$ cat src/hdl/adl_pkg.sv
package adl_pkg;

    // Adler-32 modulus: the largest prime below 2**16.
    localparam int unsigned ADL_MOD = 65521;

    // Width of the byte count field and of a weighted lane product.
    localparam int CNT_W  = 4;
    localparam int PROD_W = 8 + CNT_W;

    // Side information that travels down the pipeline with the lane sums.
    typedef struct packed {
        logic             start;
        logic [CNT_W-1:0] count;
        logic [15:0]      seed_a;
        logic [15:0]      seed_b;
    } adl_ctl_t;

    // One conditional subtraction of the modulus; valid for inputs below 2 * ADL_MOD.
    function automatic logic [15:0] fold16(input logic [16:0] v);
        logic [16:0] d;
        d = v - 17'(ADL_MOD);
        return (v >= 17'(ADL_MOD)) ? d[15:0] : v[15:0];
    endfunction

endpackage

$ cat src/hdl/adl_in_if.sv
interface adl_in_if
#(
    parameter int BYTES_PER_ITEM = 8
);
    logic                        valid;
    logic                        ready;
    logic                        start_req;
    logic [31:0]                 seed;
    logic [8*BYTES_PER_ITEM-1:0] data_bytes;
    logic [3:0]                  byte_count;

    modport source (output valid, start_req, seed, data_bytes, byte_count, input ready);
    modport sink   (input valid, start_req, seed, data_bytes, byte_count, output ready);
endinterface

interface adl_out_if;
    logic        valid;
    logic        ready;
    logic [31:0] checksum;

    modport source (output valid, checksum, input ready);
    modport sink   (input valid, checksum, output ready);
endinterface

$ cat src/hdl/adl_lane.sv
module adl_lane
    import adl_pkg::*;
#(
    parameter int LANE = 0
)
(
    input  logic              clk,
    input  logic              en,
    input  logic [7:0]        byte_in,
    input  logic [CNT_W-1:0]  count,
    output logic [7:0]        plain_reg,
    output logic [PROD_W-1:0] weighted_reg
);

    logic              active;
    logic [CNT_W-1:0]  weight;
    logic [PROD_W-1:0] prod;
    logic [7:0]        plain_next;
    logic [PROD_W-1:0] weighted_next;

    // A byte at position i is added to B once for each of the (count - i) steps it survives.
    always_comb
    begin
        active        = count > CNT_W'(LANE);
        weight        = count - CNT_W'(LANE);
        prod          = PROD_W'(byte_in) * PROD_W'(weight);
        plain_next    = active ? byte_in : 8'd0;
        weighted_next = active ? prod : '0;
    end

    always_ff @(posedge clk)
    begin
        if (en)
        begin
            plain_reg    <= plain_next;
            weighted_reg <= weighted_next;
        end
    end

endmodule

$ cat src/hdl/adl_merge.sv
module adl_merge
    import adl_pkg::*;
#(
    parameter int LANES = 8,
    parameter int SA_W  = 11,
    parameter int SB_W  = 14
)
(
    input  logic              clk,
    input  logic              en,
    input  adl_ctl_t          ctl_in,
    input  logic [7:0]        plain    [LANES],
    input  logic [PROD_W-1:0] weighted [LANES],
    output adl_ctl_t          ctl_reg,
    output logic [SA_W-1:0]   sum_a_reg,
    output logic [SB_W-1:0]   sum_b_reg
);

    logic [SA_W-1:0] sum_a_next;
    logic [SB_W-1:0] sum_b_next;

    always_comb
    begin
        sum_a_next = '0;
        sum_b_next = '0;
        for (int i = 0; i < LANES; i++)
        begin
            sum_a_next = sum_a_next + SA_W'(plain[i]);
            sum_b_next = sum_b_next + SB_W'(weighted[i]);
        end
    end

    always_ff @(posedge clk)
    begin
        if (en)
        begin
            ctl_reg   <= ctl_in;
            sum_a_reg <= sum_a_next;
            sum_b_reg <= sum_b_next;
        end
    end

endmodule

$ cat src/hdl/adler32_checksum_unit.sv
// Channel      Dir   Beat payload
// data_ch      in    start_req, seed[31:0], data_bytes[8*BYTES_PER_ITEM-1:0], byte_count[3:0]
// result_ch    out   checksum[31:0] = {sum B, sum A}
//
// One beat is taken every clock cycle while result_ch is not stalled. A beat's result passes
// through the lane registers and the merge registers into the running sums on result_ch.
// The three stages are: byte lanes, lane merge, and the running-sum update with output register.
// The sum update folds both sums back into range combinationally, before they are registered.
// Reset sets sum A to 1 and sum B to 0 and empties the pipeline.
// A stall on result_ch holds the output; the earlier stages keep filling until all are full.
module adler32_checksum_unit
    import adl_pkg::*;
#(
    parameter int BYTES_PER_ITEM = 8
)
(
    input  logic          clk,
    input  logic          rst_n,
    adl_in_if.sink        data_ch,
    adl_out_if.source     result_ch
);

    // Widths of the lane sums: plain byte sum for A, position-weighted sum for B.
    localparam int SA_W = $clog2(255 * BYTES_PER_ITEM + 1);
    localparam int SB_W = $clog2(255 * BYTES_PER_ITEM * (BYTES_PER_ITEM + 1) / 2 + 1);

    // Pipeline occupancy and stage enables. A stage may load when it is empty
    // or when its contents move on in the same cycle.
    logic v1_reg;
    logic v2_reg;
    logic out_valid_reg;
    logic en1;
    logic en2;
    logic en3;
    logic load1;
    logic load2;
    logic load3;

    assign en3   = !out_valid_reg || result_ch.ready;
    assign en2   = !v2_reg || en3;
    assign en1   = !v1_reg || en2;
    assign load1 = en1 && data_ch.valid;
    assign load2 = en2 && v1_reg;
    assign load3 = en3 && v2_reg;

    assign data_ch.ready = en1;

    always_ff @(posedge clk or negedge rst_n)
    begin
        if (!rst_n)
        begin
            v1_reg        <= 1'b0;
            v2_reg        <= 1'b0;
            out_valid_reg <= 1'b0;
        end
        else
        begin
            if (en1)
            begin
                v1_reg <= data_ch.valid;
            end
            if (en2)
            begin
                v2_reg <= v1_reg;
            end
            if (en3)
            begin
                out_valid_reg <= v2_reg;
            end
        end
    end

    // Stage 1: the count saturates at the lane count, and the seed halves are
    // brought into range here so the sum update never sees them unreduced.
    logic [CNT_W-1:0] count_sat;
    adl_ctl_t         ctl1_next;
    adl_ctl_t         ctl1_reg;

    always_comb
    begin
        count_sat = (data_ch.byte_count > CNT_W'(BYTES_PER_ITEM))
                    ? CNT_W'(BYTES_PER_ITEM) : data_ch.byte_count;
        ctl1_next.start  = data_ch.start_req;
        ctl1_next.count  = count_sat;
        ctl1_next.seed_a = fold16({1'b0, data_ch.seed[15:0]});
        ctl1_next.seed_b = fold16({1'b0, data_ch.seed[31:16]});
    end

    always_ff @(posedge clk)
    begin
        if (load1)
        begin
            ctl1_reg <= ctl1_next;
        end
    end

    // Each lane handles one byte position and registers its plain and weighted terms.
    logic [7:0]        plain1    [BYTES_PER_ITEM];
    logic [PROD_W-1:0] weighted1 [BYTES_PER_ITEM];

    for (genvar i = 0; i < BYTES_PER_ITEM; i++)
    begin : g_lane
        adl_lane #(
            .LANE(i)
        ) u_lane (
            .clk          (clk),
            .en           (load1),
            .byte_in      (data_ch.data_bytes[8*i +: 8]),
            .count        (count_sat),
            .plain_reg    (plain1[i]),
            .weighted_reg (weighted1[i])
        );
    end

    // Stage 2: the merge adds the lane terms into the item's A and B contributions.
    adl_ctl_t        ctl2_reg;
    logic [SA_W-1:0] sum_a2_reg;
    logic [SB_W-1:0] sum_b2_reg;

    adl_merge #(
        .LANES (BYTES_PER_ITEM),
        .SA_W  (SA_W),
        .SB_W  (SB_W)
    ) u_merge (
        .clk       (clk),
        .en        (load2),
        .ctl_in    (ctl1_reg),
        .plain     (plain1),
        .weighted  (weighted1),
        .ctl_reg   (ctl2_reg),
        .sum_a_reg (sum_a2_reg),
        .sum_b_reg (sum_b2_reg)
    );

    // Stage 3: combine with the running sums.
    //   A' = A0 + sum(d_i)
    //   B' = B0 + n * A0 + sum((n - i) * d_i)
    // A' stays below twice the modulus, so one subtraction suffices. B' is
    // reduced using 2**16 = 15 (mod 65521): the bits above 16 are folded in
    // with weight 15, which leaves a value below twice the modulus.
    logic [15:0] sum_low_reg;
    logic [15:0] sum_high_reg;
    logic [15:0] sum_low_next;
    logic [15:0] sum_high_next;
    logic [15:0] a0;
    logic [15:0] b0;
    logic [19:0] na0;
    logic [19:0] b_raw;
    logic [16:0] b_part;

    always_comb
    begin
        a0            = ctl2_reg.start ? ctl2_reg.seed_a : sum_low_reg;
        b0            = ctl2_reg.start ? ctl2_reg.seed_b : sum_high_reg;
        sum_low_next  = fold16(17'(a0) + 17'(sum_a2_reg));
        na0           = 20'(a0) * 20'(ctl2_reg.count);
        b_raw         = 20'(b0) + na0 + 20'(sum_b2_reg);
        b_part        = 17'(b_raw[15:0]) + 17'(b_raw[19:16]) * 17'd15;
        sum_high_next = fold16(b_part);
    end

    // The running sums double as the output register: they change only when a
    // new result is loaded, which happens only once the previous one is taken.
    always_ff @(posedge clk or negedge rst_n)
    begin
        if (!rst_n)
        begin
            sum_low_reg  <= 16'd1;
            sum_high_reg <= 16'd0;
        end
        else if (load3)
        begin
            sum_low_reg  <= sum_low_next;
            sum_high_reg <= sum_high_next;
        end
    end

    assign result_ch.valid    = out_valid_reg;
    assign result_ch.checksum = {sum_high_reg, sum_low_reg};

endmodule

$ cat src/flat_wrapper.sv
// flat-port wrapper written by rule: the top's interface ports become plain ports
module adler32_checksum_unit_flat import adl_pkg::*;
#(
    parameter int BYTES_PER_ITEM = 8
)
  (clk, rst_n, data_ch_valid, data_ch_start_req, data_ch_seed, data_ch_data_bytes, data_ch_byte_count, data_ch_ready, result_ch_valid, result_ch_checksum, result_ch_ready);
  adl_in_if #(.BYTES_PER_ITEM(BYTES_PER_ITEM)) data_ch_i ();
  adl_out_if result_ch_i ();
  input  logic clk;
  input  logic rst_n;
  input wire logic [$bits(data_ch_i.valid)-1:0] data_ch_valid;
  input wire logic [$bits(data_ch_i.start_req)-1:0] data_ch_start_req;
  input wire logic [$bits(data_ch_i.seed)-1:0] data_ch_seed;
  input wire logic [$bits(data_ch_i.data_bytes)-1:0] data_ch_data_bytes;
  input wire logic [$bits(data_ch_i.byte_count)-1:0] data_ch_byte_count;
  output wire logic [$bits(data_ch_i.ready)-1:0] data_ch_ready;
  output wire logic [$bits(result_ch_i.valid)-1:0] result_ch_valid;
  output wire logic [$bits(result_ch_i.checksum)-1:0] result_ch_checksum;
  input wire logic [$bits(result_ch_i.ready)-1:0] result_ch_ready;
  assign data_ch_i.valid = data_ch_valid;
  assign data_ch_i.start_req = data_ch_start_req;
  assign data_ch_i.seed = data_ch_seed;
  assign data_ch_i.data_bytes = data_ch_data_bytes;
  assign data_ch_i.byte_count = data_ch_byte_count;
  assign data_ch_ready = data_ch_i.ready;
  assign result_ch_valid = result_ch_i.valid;
  assign result_ch_checksum = result_ch_i.checksum;
  assign result_ch_i.ready = result_ch_ready;
  adler32_checksum_unit #(.BYTES_PER_ITEM(BYTES_PER_ITEM)) u_core (.clk(clk), .rst_n(rst_n), .data_ch(data_ch_i), .result_ch(result_ch_i));
endmodule
$ cat config.mk
export PLATFORM = sky130hd
export DESIGN_NAME = adler32_checksum_unit_flat
export DESIGN_NICKNAME = d
export VERILOG_FILES = /design/src/hdl/adl_pkg.sv /design/src/hdl/adl_in_if.sv /design/src/hdl/adl_lane.sv /design/src/hdl/adl_merge.sv /design/src/hdl/adler32_checksum_unit.sv /design/src/flat_wrapper.sv
export SDC_FILE = /design/constraint.sdc
export NUM_CORES = 1
export LEC_CHECK = 0
export ABC_AREA = 1
export BUFFER_PORTS_ARGS = -buffer_cell sky130_fd_sc_hd__buf_2
export CAP_MARGIN = 30
export CELL_PAD_IN_SITES_DETAIL_PLACEMENT = 1
export CELL_PAD_IN_SITES_GLOBAL_PLACEMENT = 1
export CORE_ASPECT_RATIO = 1.2
export CORE_UTILIZATION = 44
export DETAILED_ROUTE_END_ITERATION = 6
export PLACE_DENSITY_LB_ADDON = 0.1
export SKIP_LAST_GASP = 1
export SYNTH_ARGS = -nofsm -noshare
export SYNTH_HDL_FRONTEND = slang
export SYNTH_SLANG_ARGS = --single-unit
$ cat constraint.sdc
create_clock -name clk -period 8.37 [get_ports clk]
set_input_delay 0.837 -clock clk [delete_from_list [all_inputs] [get_ports clk]]
set_output_delay 0.837 -clock clk [all_outputs]
set_load 0.005 [all_outputs]
* Word-level counts from Yosys, hierarchy flattened
Index checks and enable logic that the tools add are counted.
Storage, ports and cells: register bits 294, input bits 105
Cells by class: add/sub/neg operators 29, muxes and demuxes 7, multipliers 10, order comparisons 13, reduce and logical (&&, ||, !) cells 9
Operators with widths (count):
- 8-bit by 4-bit multiplier with 12-bit output | 8
- 16-bit 2-to-1 mux | 6
- 14-bit by 12-bit adder with 14-bit output | 5
- 16-bit subtractor, second input constant | 4
- 11-bit by 8-bit adder with 11-bit output | 4
- 17-bit by 16-bit >= comparator with 1-bit output, second input constant | 2
- 16-bit >= comparator, second input constant | 2
- 16-bit by 20-bit adder with 20-bit output | 1
- 20-bit by 14-bit adder with 20-bit output | 1
- 16-bit by 4-bit multiplier with 20-bit output | 1
- 16-bit by 11-bit adder with 17-bit output | 1
- 16-bit by 8-bit adder with 17-bit output | 1
- 4-bit by 3-bit > comparator with 1-bit output, second input constant | 4
- 4-bit by 3-bit subtractor with 4-bit output, second input constant | 4
- 13-bit by 12-bit adder with 14-bit output | 1
- 12-bit by 12-bit adder with 13-bit output | 1
- 10-bit by 8-bit adder with 11-bit output | 1
- 9-bit by 8-bit adder with 10-bit output | 1
- 8-bit by 8-bit adder with 9-bit output | 1
- 4-bit by 1-bit > comparator with 1-bit output, second input constant | 2
- 4-bit by 2-bit > comparator with 1-bit output, second input constant | 2
- 4-bit by 4-bit multiplier with 8-bit output, second input constant | 1
- 4-bit by 2-bit subtractor with 4-bit output, second input constant | 2
- 4-bit > comparator, second input constant | 1
- 5 further kinds | 11

* Longest topological paths before layout
Gate-level depths: netlist of run 1.
depth in word-level cells 8, mapped depth 58

* Hierarchy
A second synthesis of run 1 with hierarchy kept.
Unflattened totals: cell total of the unflattened synthesis 3500, area total of the unflattened synthesis 28791.4 µm²
Modules (own cells, without submodules):
- adler32_checksum_unit | area each 8622.0 µm², cells an instance 1210, seq. area each 1988.2 µm², times used 1
- adl_merge | area each 6022.0 µm², cells an instance 569, seq. area each 1861.8 µm², times used 1
- adl_lane at u_core.g_lane[0].u_lane | area each 1799.2 µm², cells an instance 226, seq. area each 600.6 µm², times used 1
- adl_lane at u_core.g_lane[4].u_lane | area each 1793.0 µm², cells an instance 217, seq. area each 600.6 µm², times used 1
- adl_lane at u_core.g_lane[1].u_lane | area each 1781.7 µm², cells an instance 213, seq. area each 600.6 µm², times used 1
- adl_lane at u_core.g_lane[6].u_lane | area each 1779.2 µm², cells an instance 219, seq. area each 600.6 µm², times used 1
- adl_lane at u_core.g_lane[5].u_lane | area each 1767.9 µm², cells an instance 212, seq. area each 600.6 µm², times used 1
- adl_lane at u_core.g_lane[7].u_lane | area each 1764.2 µm², cells an instance 213, seq. area each 600.6 µm², times used 1
- adl_lane at u_core.g_lane[3].u_lane | area each 1731.7 µm², cells an instance 210, seq. area each 600.6 µm², times used 1
- adl_lane at u_core.g_lane[2].u_lane | area each 1730.4 µm², cells an instance 211, seq. area each 600.6 µm², times used 1

* Worst setup path after synthesis of run 1
Ideal clock, no wire load.
path kind reg-to-reg, start point register u_core.u_merge.ctl_reg[36] in the netlist's numbering, end point register u_core.sum_high_reg[14], stages on the path, launching flop included 50, required time 8.252 ns, clock period less this slack 8.052 ns, buffers on the path 4, data arrival time 7.934 ns, slack 0.318 ns, path through edfxtp_1 -> buf_4 -> buf_1 -> clkbuf_1 -> mux2i_1 -> fa_1 -> inv_1 -> fa_1 -> inv_1 -> fa_1 -> inv_1 -> ha_1 -> nand2_1 -> nand2_1 -> inv_1 -> nand2_1 -> nand3_1 -> nand3_1 -> (+14 left out) -> nand2_1 -> inv_1 -> nand2_1 -> nand2_1 -> nand2_1 -> nor2_1 -> nand3_1 -> nor2_1 -> nand2_1 -> nor2_1 -> nand2_1 -> nor2_1 -> nand3_2 -> nand3_2 -> buf_6 -> nand2_1 -> nand3b_1 -> nand2_1
Between the ends: word-level cells in the longest chain between the ends 8, elaborated cells on any way between the ends 10, classes of those cells add/sub (4); mul (2); order compare (1); mux (3)
Ends and longest elaborated chain:
- from (decl) | RTL line adl_merge.sv:14 | output adl_ctl_t ctl_reg,
- from (signal assigned) | RTL line adl_merge.sv:37 | ctl_reg <= ctl_in;
- 16-bit 2-to-1 mux | RTL line adler32_checksum_unit.sv:153 | a0 = ctl2_reg.start ? ctl2_reg.seed_a : sum_low_reg;
- 16-bit by 4-bit multiplier with 20-bit output | RTL line adler32_checksum_unit.sv:156 | na0 = 20'(a0) * 20'(ctl2_reg.count);
- 16-bit by 20-bit adder with 20-bit output (*) | RTL line adler32_checksum_unit.sv:157 | b_raw = 20'(b0) + na0 + 20'(sum_b2_reg);
- 20-bit by 14-bit adder with 20-bit output (*) | RTL line adler32_checksum_unit.sv:157
- 4-bit by 4-bit multiplier with 8-bit output | RTL line adler32_checksum_unit.sv:158 | b_part = 17'(b_raw[15:0]) + 17'(b_raw[19:16]) * 17'd15;
- 16-bit by 8-bit adder with 17-bit output (*) | RTL line adler32_checksum_unit.sv:158
- 16-bit subtractor / 17-bit by 16-bit >= comparator with 1-bit output (equally long branches) | RTL line adl_pkg.sv:21, adl_pkg.sv:22
- 16-bit 2-to-1 mux (*) | RTL line adl_pkg.sv:22 | return (v >= 17'(ADL_MOD)) ? d[15:0] : v[15:0];
- to (signal assigned) | RTL line adler32_checksum_unit.sv:174 | sum_high_reg <= sum_high_next;
- to (decl) | RTL line adler32_checksum_unit.sv:142 | logic [15:0] sum_high_reg;
Mark *: on every way between the ends. The rest lies on a longest branch, timed or not. A chain may end at the register's enable or synchronous reset.

* Worst setup path after layout of run 1
start point register u_core.u_merge.ctl_reg[36] in the netlist's numbering, end point register u_core.sum_high_reg[8]
The elaborated chain is that of the path after synthesis.

==> flow_metrics.env, run 1 <==
export IMPL_dr_first_iter_drc_count=989
export IMPL_core_area_sq_mm=0.0597
export IMPL_final_nets=3843
export IMPL_finalHoldWorstSlack_ps=65.3
export IMPL_track_usage_pct=27.5
export IMPL_synth_seq_cells=294
export IMPL_worstSetupStartpointType="flip-flop"
export IMPL_cp_slowest_cell="fa_1"
export IMPL_maxSlewHeadroom_pct=43.0
export IMPL_antenna_cells=0
export IMPL_synthFlopType="edfxtp_1"
export IMPL_area_delta_synth_final_pct=15.9
export IMPL_cts_made_buffers=37
export IMPL_ff2ff_setup_slack_ps=320
export IMPL_grt_most_used_layer="met2"
export IMPL_path_clk_slew_ps=60
export IMPL_placementRows=98
export IMPL_postCtsHoldBufs=0
export IMPL_required_ps=8800
export IMPL_fillers=7056
export IMPL_grt_overflow=0
export IMPL_seqCellArea_sq_mm=0.00865
export IMPL_die_w_um=227
export IMPL_fmax_mhz=124
export IMPL_root_buffer="clkbuf_16"
export IMPL_syn_nets=3618
export IMPL_min_path_type="primary input to asynchronous set/reset pin"
export IMPL_synth_area_sq_mm=0.0266
export IMPL_portBuffers=138
export IMPL_syn_avg_cell_area_sq_um=8.84
export IMPL_tightest_slew_ps=855
export IMPL_yosys_warnings=0
export IMPL_synthDistinctLibCells=51
export IMPL_skew_ps=33.0
export IMPL_synth_edf_count=259
export IMPL_cts_tree="done"
export IMPL_yosys_top_cells_area="edfxtp_1, fa_1, ha_1, inv_1, nand2_1"
export IMPL_yosysTopAreaCellShare_pct=29.2
export IMPL_drtPass1Iterations=5
export IMPL_die_y_um=271
export IMPL_hpwl_um=67000
export IMPL_io_pins=139
export IMPL_die_area_sq_mm=0.0615
export IMPL_use_met1_pct=30.7
export IMPL_ant_nets=0
export IMPL_synthArstFlopShare_pct=11.9
export IMPL_critical_path_class="flip-flop to flip-flop"
export IMPL_drive_gt1_share_pct=13.5
export IMPL_multiInputGateArea_sq_mm=0.0156
export IMPL_clock_latency_ps=570
export IMPL_drc=0
export IMPL_finalWeightedCongestion=0.913
export IMPL_dp_cells=3972
export IMPL_grt_util_met3_pct=2.73
export IMPL_grt_pass1_wl_um=127000
export IMPL_vias=20617
export IMPL_yosysSeqAreaShare_pct=32.5
export IMPL_cpMostUsedCell="nand2_1"
export IMPL_routed_wl_um=83800
export IMPL_viasPerCell=5.08
export IMPL_critPathMaxStageDelay_ps=560
export IMPL_endpoint_kind="flip-flop"
export IMPL_grt_max_degree=109
export IMPL_maxCapViolations=0
export IMPL_fin_setup_tns_ps=0
export IMPL_htree_levels=2
export IMPL_period_needed_ps=8050
export IMPL_wl_per_cell_um=20.7
export IMPL_period_share_pct=96.2
export IMPL_antenna_found_initial=1
export IMPL_arrival_ps=8480
export IMPL_final_cells=4059
export IMPL_worstPathMaxFanout=9
export IMPL_grt_pass1_vias=22742
export IMPL_hold_viol=0
export IMPL_maxSlewViolCount=0
export IMPL_clock_sinks=294
export IMPL_largest_register_ffs=96
export IMPL_clock_path_buffers=3
export IMPL_ys_top_cells_by_count="inv_1, nand2_1, nor2_1, fa_1, edfxtp_1"
export IMPL_start_util_pct=44.6
export IMPL_use_met2_pct=51.5
export IMPL_synthCells=3009
export IMPL_setup_viol=0
export IMPL_synth_most_common_cell="inv_1"
export IMPL_yosys_area_top_type="edfxtp_1"
export IMPL_fin_util_pct=51.6
export IMPL_outcome="finished, final reports clean"
critical path, delay by kind of cell, from the launching register on:
kind                       cells  cell delay [ps]
buffers and inverters         13             1230
AOI/OAI and AO/OA              4              630
and+or+nand+nor               26             2190
muxes                          1              210
DFF                            1              480
adders and majority gates      8             3170
final cells by class:
class                           instances  area share (%)
Clock inverter                         21           0.897
Timing Repair Buffer                  237            5.21
Multi-Input combinational cell       1949            50.6
Sequential cell                       294            28.1
Clock buffer                           43            3.21
Tap cell                              800            3.25
Inverter                              715            8.73
placed cells by master (no fill, tap or decap), types with 34 or more instances in the layout:
cell       count
a21oi_1      120
buf_2        139
buf_4         81
clkbuf_16     42
dfrtp_1       34
edfxtp_1     259
fa_1         277
ha_1         208
inv_1        696
nand2_1      542
nand3_1       55
nand4_1       40
nor2_1       348
o21ai_0       82
xor2_1        37
logic make-up (layout without fill, tap and decap cells):
group	Yosys count	count (layout)	synth area share [%]
buffers and inverters	767	1016	10.9
AOI/OAI and AO/OA	277	277	5.71
and+or+nand+nor	1089	1090	16.6
DFF	294	294	32.5
xor gates and xnor gates	62	62	2.07
muxes	16	16	0.616
adders and majority gates	504	504	31.6
per-stage QoR:
| stage | area (sq um) | worst slack, ps |
|---|---|---|
| finish | 30800 | 318 |
| global route | 30800 | -204 |
| CTS | 30000 | 28.3 |
| detailed placement | 28700 | -159 |
| global placement | 28700 | 62.0 |
| floorplan | 26600 | 318 |
layer usage:
metal | up-vias | part of all wire, %
li1 | 9736 | -
met1 | 10321 | 38
met2 | 392 | 53
met3 | 168 | 3.1
met4 | 0 | 6.1
met5 | - | 0
path summary, 6_finish.rpt:
kind                       cells past startpoint                                  from                             endpoint
setup / recovery                              52  u_core.u_merge.ctl_reg[36]$_DFFE_PP_   u_core.sum_high_reg[8]$_DFFE_PN0P_
hold / removal                                 1                                 rst_n   u_core.sum_low_reg[11]$_DFFE_PN0P_
setup reg to reg                              52  u_core.u_merge.ctl_reg[36]$_DFFE_PP_   u_core.sum_high_reg[8]$_DFFE_PN0P_
hold reg to reg                                0          u_core.ctl1_reg[1]$_DFFE_PP_  u_core.u_merge.ctl_reg[1]$_DFFE_PP_
max in group asynchronous                      2                                 rst_n    u_core.sum_low_reg[0]$_DFFE_PN1P_
min in group clk                               0          u_core.ctl1_reg[1]$_DFFE_PP_  u_core.u_merge.ctl_reg[1]$_DFFE_PP_
timing repair:
item                                   CTS  global route
pin swaps                                0            50
cloned                                   0             6
setup endpoints to repair               16            16
endpoints found under the hold margin    0             0
setup buffers                            0            17
gates resized for setup                  5           149
Power of run 1 is left out: the tool's default activity adds up to more than one toggle a clock period on the data nets, which glitch-free logic cannot reach.
==> run 2, diff against run 1 <==
Settings changed: CELL_PAD_IN_SITES_DETAIL_PLACEMENT 1 to unset, CELL_PAD_IN_SITES_GLOBAL_PLACEMENT 1 to unset, CORE_UTILIZATION 44 to 57, PLACE_DENSITY set to 0.78, PLACE_DENSITY_LB_ADDON 0.1 to unset.
==> flow_metrics.env, run 2 (synthesis gave the netlist of run 1 again) <==
export IMPL_use_met2_pct=54.4
export IMPL_worstSetupStartpointType="flip-flop"
export IMPL_maxSlewHeadroom_pct=32.2
export IMPL_cts_made_buffers=31
export IMPL_portBuffers=138
export IMPL_hold_viol=0
export IMPL_grt_util_met3_pct=2.72
export IMPL_antenna_cells=0
export IMPL_die_y_um=239
export IMPL_arrival_ps=8360
export IMPL_r2r_cells=54
export IMPL_tightest_slew_ps=1020
export IMPL_endpoint_kind="flip-flop"
export IMPL_grt_max_degree=131
export IMPL_preCtsSetupSlack_ps=-45.1
export IMPL_outcome="finished, final reports clean"
export IMPL_critical_path_class="flip-flop to flip-flop"
export IMPL_r2r_end="u_core.sum_high_reg[2]$_DFFE_PN0P_"
export IMPL_finalWeightedCongestion=0.993
export IMPL_area_delta_synth_final_pct=12.1
export IMPL_viasPerCell=5.38
export IMPL_worstPathMaxFanout=8
export IMPL_dp_cells=3763
export IMPL_finalHoldWorstSlack_ps=359
export IMPL_clock_latency_ps=600
export IMPL_die_w_um=199
export IMPL_min_path_type="primary input to asynchronous set/reset pin"
export IMPL_cts_tree="done"
export IMPL_root_buffer="clkbuf_16"
export IMPL_fmax_mhz=126
export IMPL_fin_setup_tns_ps=0
export IMPL_die_area_sq_mm=0.0476
export IMPL_grt_pass1_vias=21253
export IMPL_drc=0
export IMPL_routed_wl_um=70600
export IMPL_largest_register_ffs=96
export IMPL_setup_viol=0
export IMPL_grt_pass1_wl_um=110000
export IMPL_final_nets=3798
export IMPL_layout_common_cells="inv_1, nand2_1, nor2_1, fa_1, edfxtp_1"
export IMPL_skew_ps=42.3
export IMPL_wl_per_cell_um=18.4
export IMPL_period_needed_ps=7910
export IMPL_core_area_sq_mm=0.0459
export IMPL_ant_nets=0
export IMPL_clock_path_buffers=3
export IMPL_cpMostUsedCell="nand2_1"
export IMPL_drtPass1Iterations=6
export IMPL_grt_overflow=0
export IMPL_maxSlewViolCount=0
export IMPL_ff2ff_setup_slack_ps=460
export IMPL_maxCapViolations=0
export IMPL_layout_commonest_cell="inv_1"
export IMPL_grt_most_used_layer="met2"
export IMPL_drive_gt1_share_pct=11.1
export IMPL_clock_sinks=294
export IMPL_path_clk_slew_ps=70
export IMPL_hpwl_um=56300
export IMPL_start_util_pct=57.9
export IMPL_dr_first_iter_drc_count=1471
export IMPL_htree_levels=1
export IMPL_antenna_found_initial=0
export IMPL_required_ps=8820
export IMPL_io_pins=139
export IMPL_critPathMaxStageDelay_ps=540
export IMPL_placementRows=86
export IMPL_worst_slack_ps=464
export IMPL_r2r_start="u_core.u_merge.ctl_reg[36]$_DFFE_PP_"
export IMPL_track_usage_pct=30.6
export IMPL_final_cells=3830
export IMPL_vias=20617
export IMPL_period_share_pct=94.5
export IMPL_use_met1_pct=34.5
export IMPL_cp_slowest_cell="fa_1"
-- run 2: layout make-up --
type | count | area, sq um
Timing Repair Buffer | 198 | 1180
Inverter | 715 | 2690
Multi-Input combinational cell | 1949 | 15400
Sequential cell | 294 | 8650
Clock inverter | 20 | 241
Fill cell | 3767 | 16100
Tap cell | 616 | 771
Clock buffer | 38 | 842
-- run 2: worst max-delay path, delay by kind of cell (launching register included) --
family                   cells  cell delay [ps]
AO/OA/AOI/OAI                6              850
adder cells (fa/ha/maj)      8             3160
buffers and inverters       13             1120
flip-flops                   1              370
AND/OR/NAND/NOR             27             2270
-- run 2: per-stage QoR --
stage / instance area, sq um / util [%]
floorplan: 26600 / -
global placement: 28300 / 61.5
detailed placement: 28300 / 61.5
CTS: 29400 / 63.9
global route: 29800 / 64.9
finish: 29800 / 64.9
-- run 2: repair_timing --
| item | CTS | global route |
|---|---|---|
| pin swaps | 0 | 28 |
| buffers inserted | 0 | 6 |
| cloned | 0 | 3 |
| gates resized for setup | 6 | 92 |
| setup endpoints to repair | 12 | 16 |
| hold buffers | 0 | 0 |
-- run 2: worst max-delay path by stage --
| stage | slack (ps) | to | startpoint |
|---|---|---|---|
| after detailed placement | -50 | u_core.sum_high_reg[10]$_DFFE_PN0P_ | u_core.u_merge.ctl_reg[36]$_DFFE_PP_ |
| after global routing | -90 | u_core.sum_high_reg[9]$_DFFE_PN0P_ | u_core.u_merge.ctl_reg[36]$_DFFE_PP_ |
| after floorplan | 320 | u_core.sum_high_reg[14]$_DFFE_PN0P_ | u_core.u_merge.ctl_reg[36]$_DFFE_PP_ |
| final | 460 | u_core.sum_high_reg[2]$_DFFE_PN0P_ | u_core.u_merge.ctl_reg[36]$_DFFE_PP_ |
| after global placement | 80 | u_core.sum_high_reg[14]$_DFFE_PN0P_ | u_core.u_merge.ctl_reg[36]$_DFFE_PP_ |
| after CTS | 30 | u_core.sum_high_reg[5]$_DFFE_PN0P_ | u_core.u_merge.ctl_reg[36]$_DFFE_PP_ |
-- run 2: routing by layer --
layer,vias to the layer above,part of all wire [%]
met4,0,7.5
met3,222,5.0
li1,9676,-
met1,9960,36
met2,759,51
met5,-,0
Power of run 2 is left out for the same reason.
==> run 3, diff against run 2 <==
Settings changed: BUFFER_PORTS_ARGS -buffer_cell sky130_fd_sc_hd__buf_2 to unset, CELL_PAD_IN_SITES_DETAIL_PLACEMENT set to 1, CELL_PAD_IN_SITES_GLOBAL_PLACEMENT set to 2, CORE_UTILIZATION 57 to 37, DONT_BUFFER_PORTS set to 1, PLACE_DENSITY 0.78 to unset, PLACE_DENSITY_LB_ADDON set to 0.1.
==> flow_metrics.env, run 3 (synthesis gave the netlist of run 1 again) <==
export IMPL_outcome="finished with violations"
export IMPL_violations="DRC"
export IMPL_antenna_found_initial=0
export IMPL_root_buffer="clkbuf_16"
export IMPL_layout_common_cells="inv_1, nand2_1, nor2_1, fa_1, edfxtp_1"
export IMPL_die_y_um=296
export IMPL_critical_path_class="flip-flop to flip-flop"
export IMPL_cp_slowest_cell="fa_1"
export IMPL_period_needed_ps=8000
export IMPL_clock_path_buffers=3
export IMPL_setup_viol=0
export IMPL_period_share_pct=95.6
export IMPL_viasPerCell=4.85
export IMPL_endpoint_kind="flip-flop"
export IMPL_maxSlewViolCount=0
export IMPL_hpwl_um=68300
export IMPL_final_nets=3689
export IMPL_final_area_sq_mm=0.0300
export IMPL_dp_cells=3951
export IMPL_core_area_sq_mm=0.0711
export IMPL_die_area_sq_mm=0.0730
export IMPL_grt_overflow=0
export IMPL_worstSetupStartpointType="flip-flop"
export IMPL_start_util_pct=37.4
export IMPL_cpMostUsedCell="nand2_1"
export IMPL_largest_register_ffs=96
export IMPL_clock_latency_ps=560
export IMPL_worstPathMaxFanout=11
export IMPL_drc=6
export IMPL_hold_viol=0
export IMPL_antenna_cells=0
export IMPL_routed_wl_um=83500
export IMPL_drive_gt1_share_pct=8.43
export IMPL_seqCellArea_sq_mm=0.00865
export IMPL_maxSlewHeadroom_pct=34.1
export IMPL_placementRows=107
export IMPL_grt_max_degree=124
export IMPL_skew_ps=20.5
export IMPL_die_w_um=247
export IMPL_layout_commonest_cell="inv_1"
export IMPL_final_cells=4035
export IMPL_drtPass1Iterations=6
export IMPL_multiInputGateArea_sq_mm=0.0155
export IMPL_startpoint="u_core.u_merge.ctl_reg[36]$_DFFE_PP_"
export IMPL_cts_tree="done"
export IMPL_cts_made_buffers=37
export IMPL_finalWeightedCongestion=0.899
export IMPL_grt_pass1_vias=21826
export IMPL_maxCapViolations=0
export IMPL_clock_sinks=294
export IMPL_path_clk_slew_ps=60
export IMPL_ff2ff_setup_slack_ps=370
export IMPL_dr_first_iter_drc_count=932
export IMPL_required_ps=8850
export IMPL_vias=19581
export IMPL_track_usage_pct=23.3
export IMPL_io_pins=139
export IMPL_critPathMaxStageDelay_ps=520
export IMPL_wl_per_cell_um=20.7
export IMPL_preCtsSetupSlack_ps=37.7
export IMPL_r2r_start="u_core.u_merge.ctl_reg[36]$_DFFE_PP_"
export IMPL_arrival_ps=8490
export IMPL_grt_pass1_wl_um=127000
export IMPL_htree_levels=2
export IMPL_fmax_mhz=125
export IMPL_fillers=8308
export IMPL_place_area_sq_mm=0.0281
export IMPL_tightest_slew_ps=989
export IMPL_area_delta_synth_final_pct=12.9
export IMPL_worst_slack_ps=367
export IMPL_min_path_type="primary input to asynchronous set/reset pin"
export IMPL_portBuffers=0
export IMPL_ant_nets=0
run 3: area by class of cell:
cell class / instances / area share [%]
multi-input cells: 1948 / 51.5
flip-flops and latches: 294 / 28.8
inverters: 715 / 8.99
well taps: 926 / 3.86
clock buffers: 47 / 3.38
repair buffers: 84 / 2.58
clock inverters: 21 / 0.883
run 3: per-stage QoR:
| stage | utilization [%] | TNS [ps] | hold slack, ps |
|---|---|---|---|
| after floorplan | - | 0 | 400 |
| after global placement | 39.5 | 0 | 403 |
| after detailed placement | 39.6 | 0 | 406 |
| after CTS | 41.4 | 0 | 86.2 |
| after global routing | 42.3 | -1060 | 93.7 |
| final | 42.3 | 0 | 130 |
run 3: worst paths after layout:
path	end	cells past startpoint
min reg2reg	u_core.u_merge.ctl_reg[5]$_DFFE_PP_	0
min in group clk	u_core.ctl1_reg[36]$_DFFE_PP_	0
max	u_core.sum_high_reg[6]$_DFFE_PN0P_	45
max reg2reg	u_core.sum_high_reg[6]$_DFFE_PN0P_	45
min	u_core.sum_low_reg[0]$_DFFE_PN1P_	0
max in group asynchronous	u_core.v1_reg$_DFFE_PN0N_	1
run 3: what timing repair did:
action / CTS / global route
pin swaps: 0 / 31
cloned: 0 / 4
hold buffers: 1 / 0
buffers inserted: 0 / 10
endpoints found under the hold margin: 34 / 0
setup endpoints to repair: 1 / 16
gates resized for setup: 1 / 104
run 3: critical path, delay by kind of cell (launching register included):
family | cells | cell delay [ps]
compound gates | 3 | 320
xor+xnor | 2 | 350
fa+ha+maj | 8 | 3400
buf+inv | 9 | 1050
flops | 1 | 370
simple gates | 23 | 2420
run 3: metal layers:
| layer | up-vias | routed length, um | GRT usage [%] |
|---|---|---|---|
| met2 | 245 | 46800 | 46.1 |
| met4 | 0 | 2760 | 7.27 |
| met5 | - | 0 | 0 |
| met1 | 9802 | 31900 | 25.5 |
| met3 | 103 | 2010 | 2.62 |
| li1 | 9431 | - | - |
Power of run 3 is left out for the same reason.
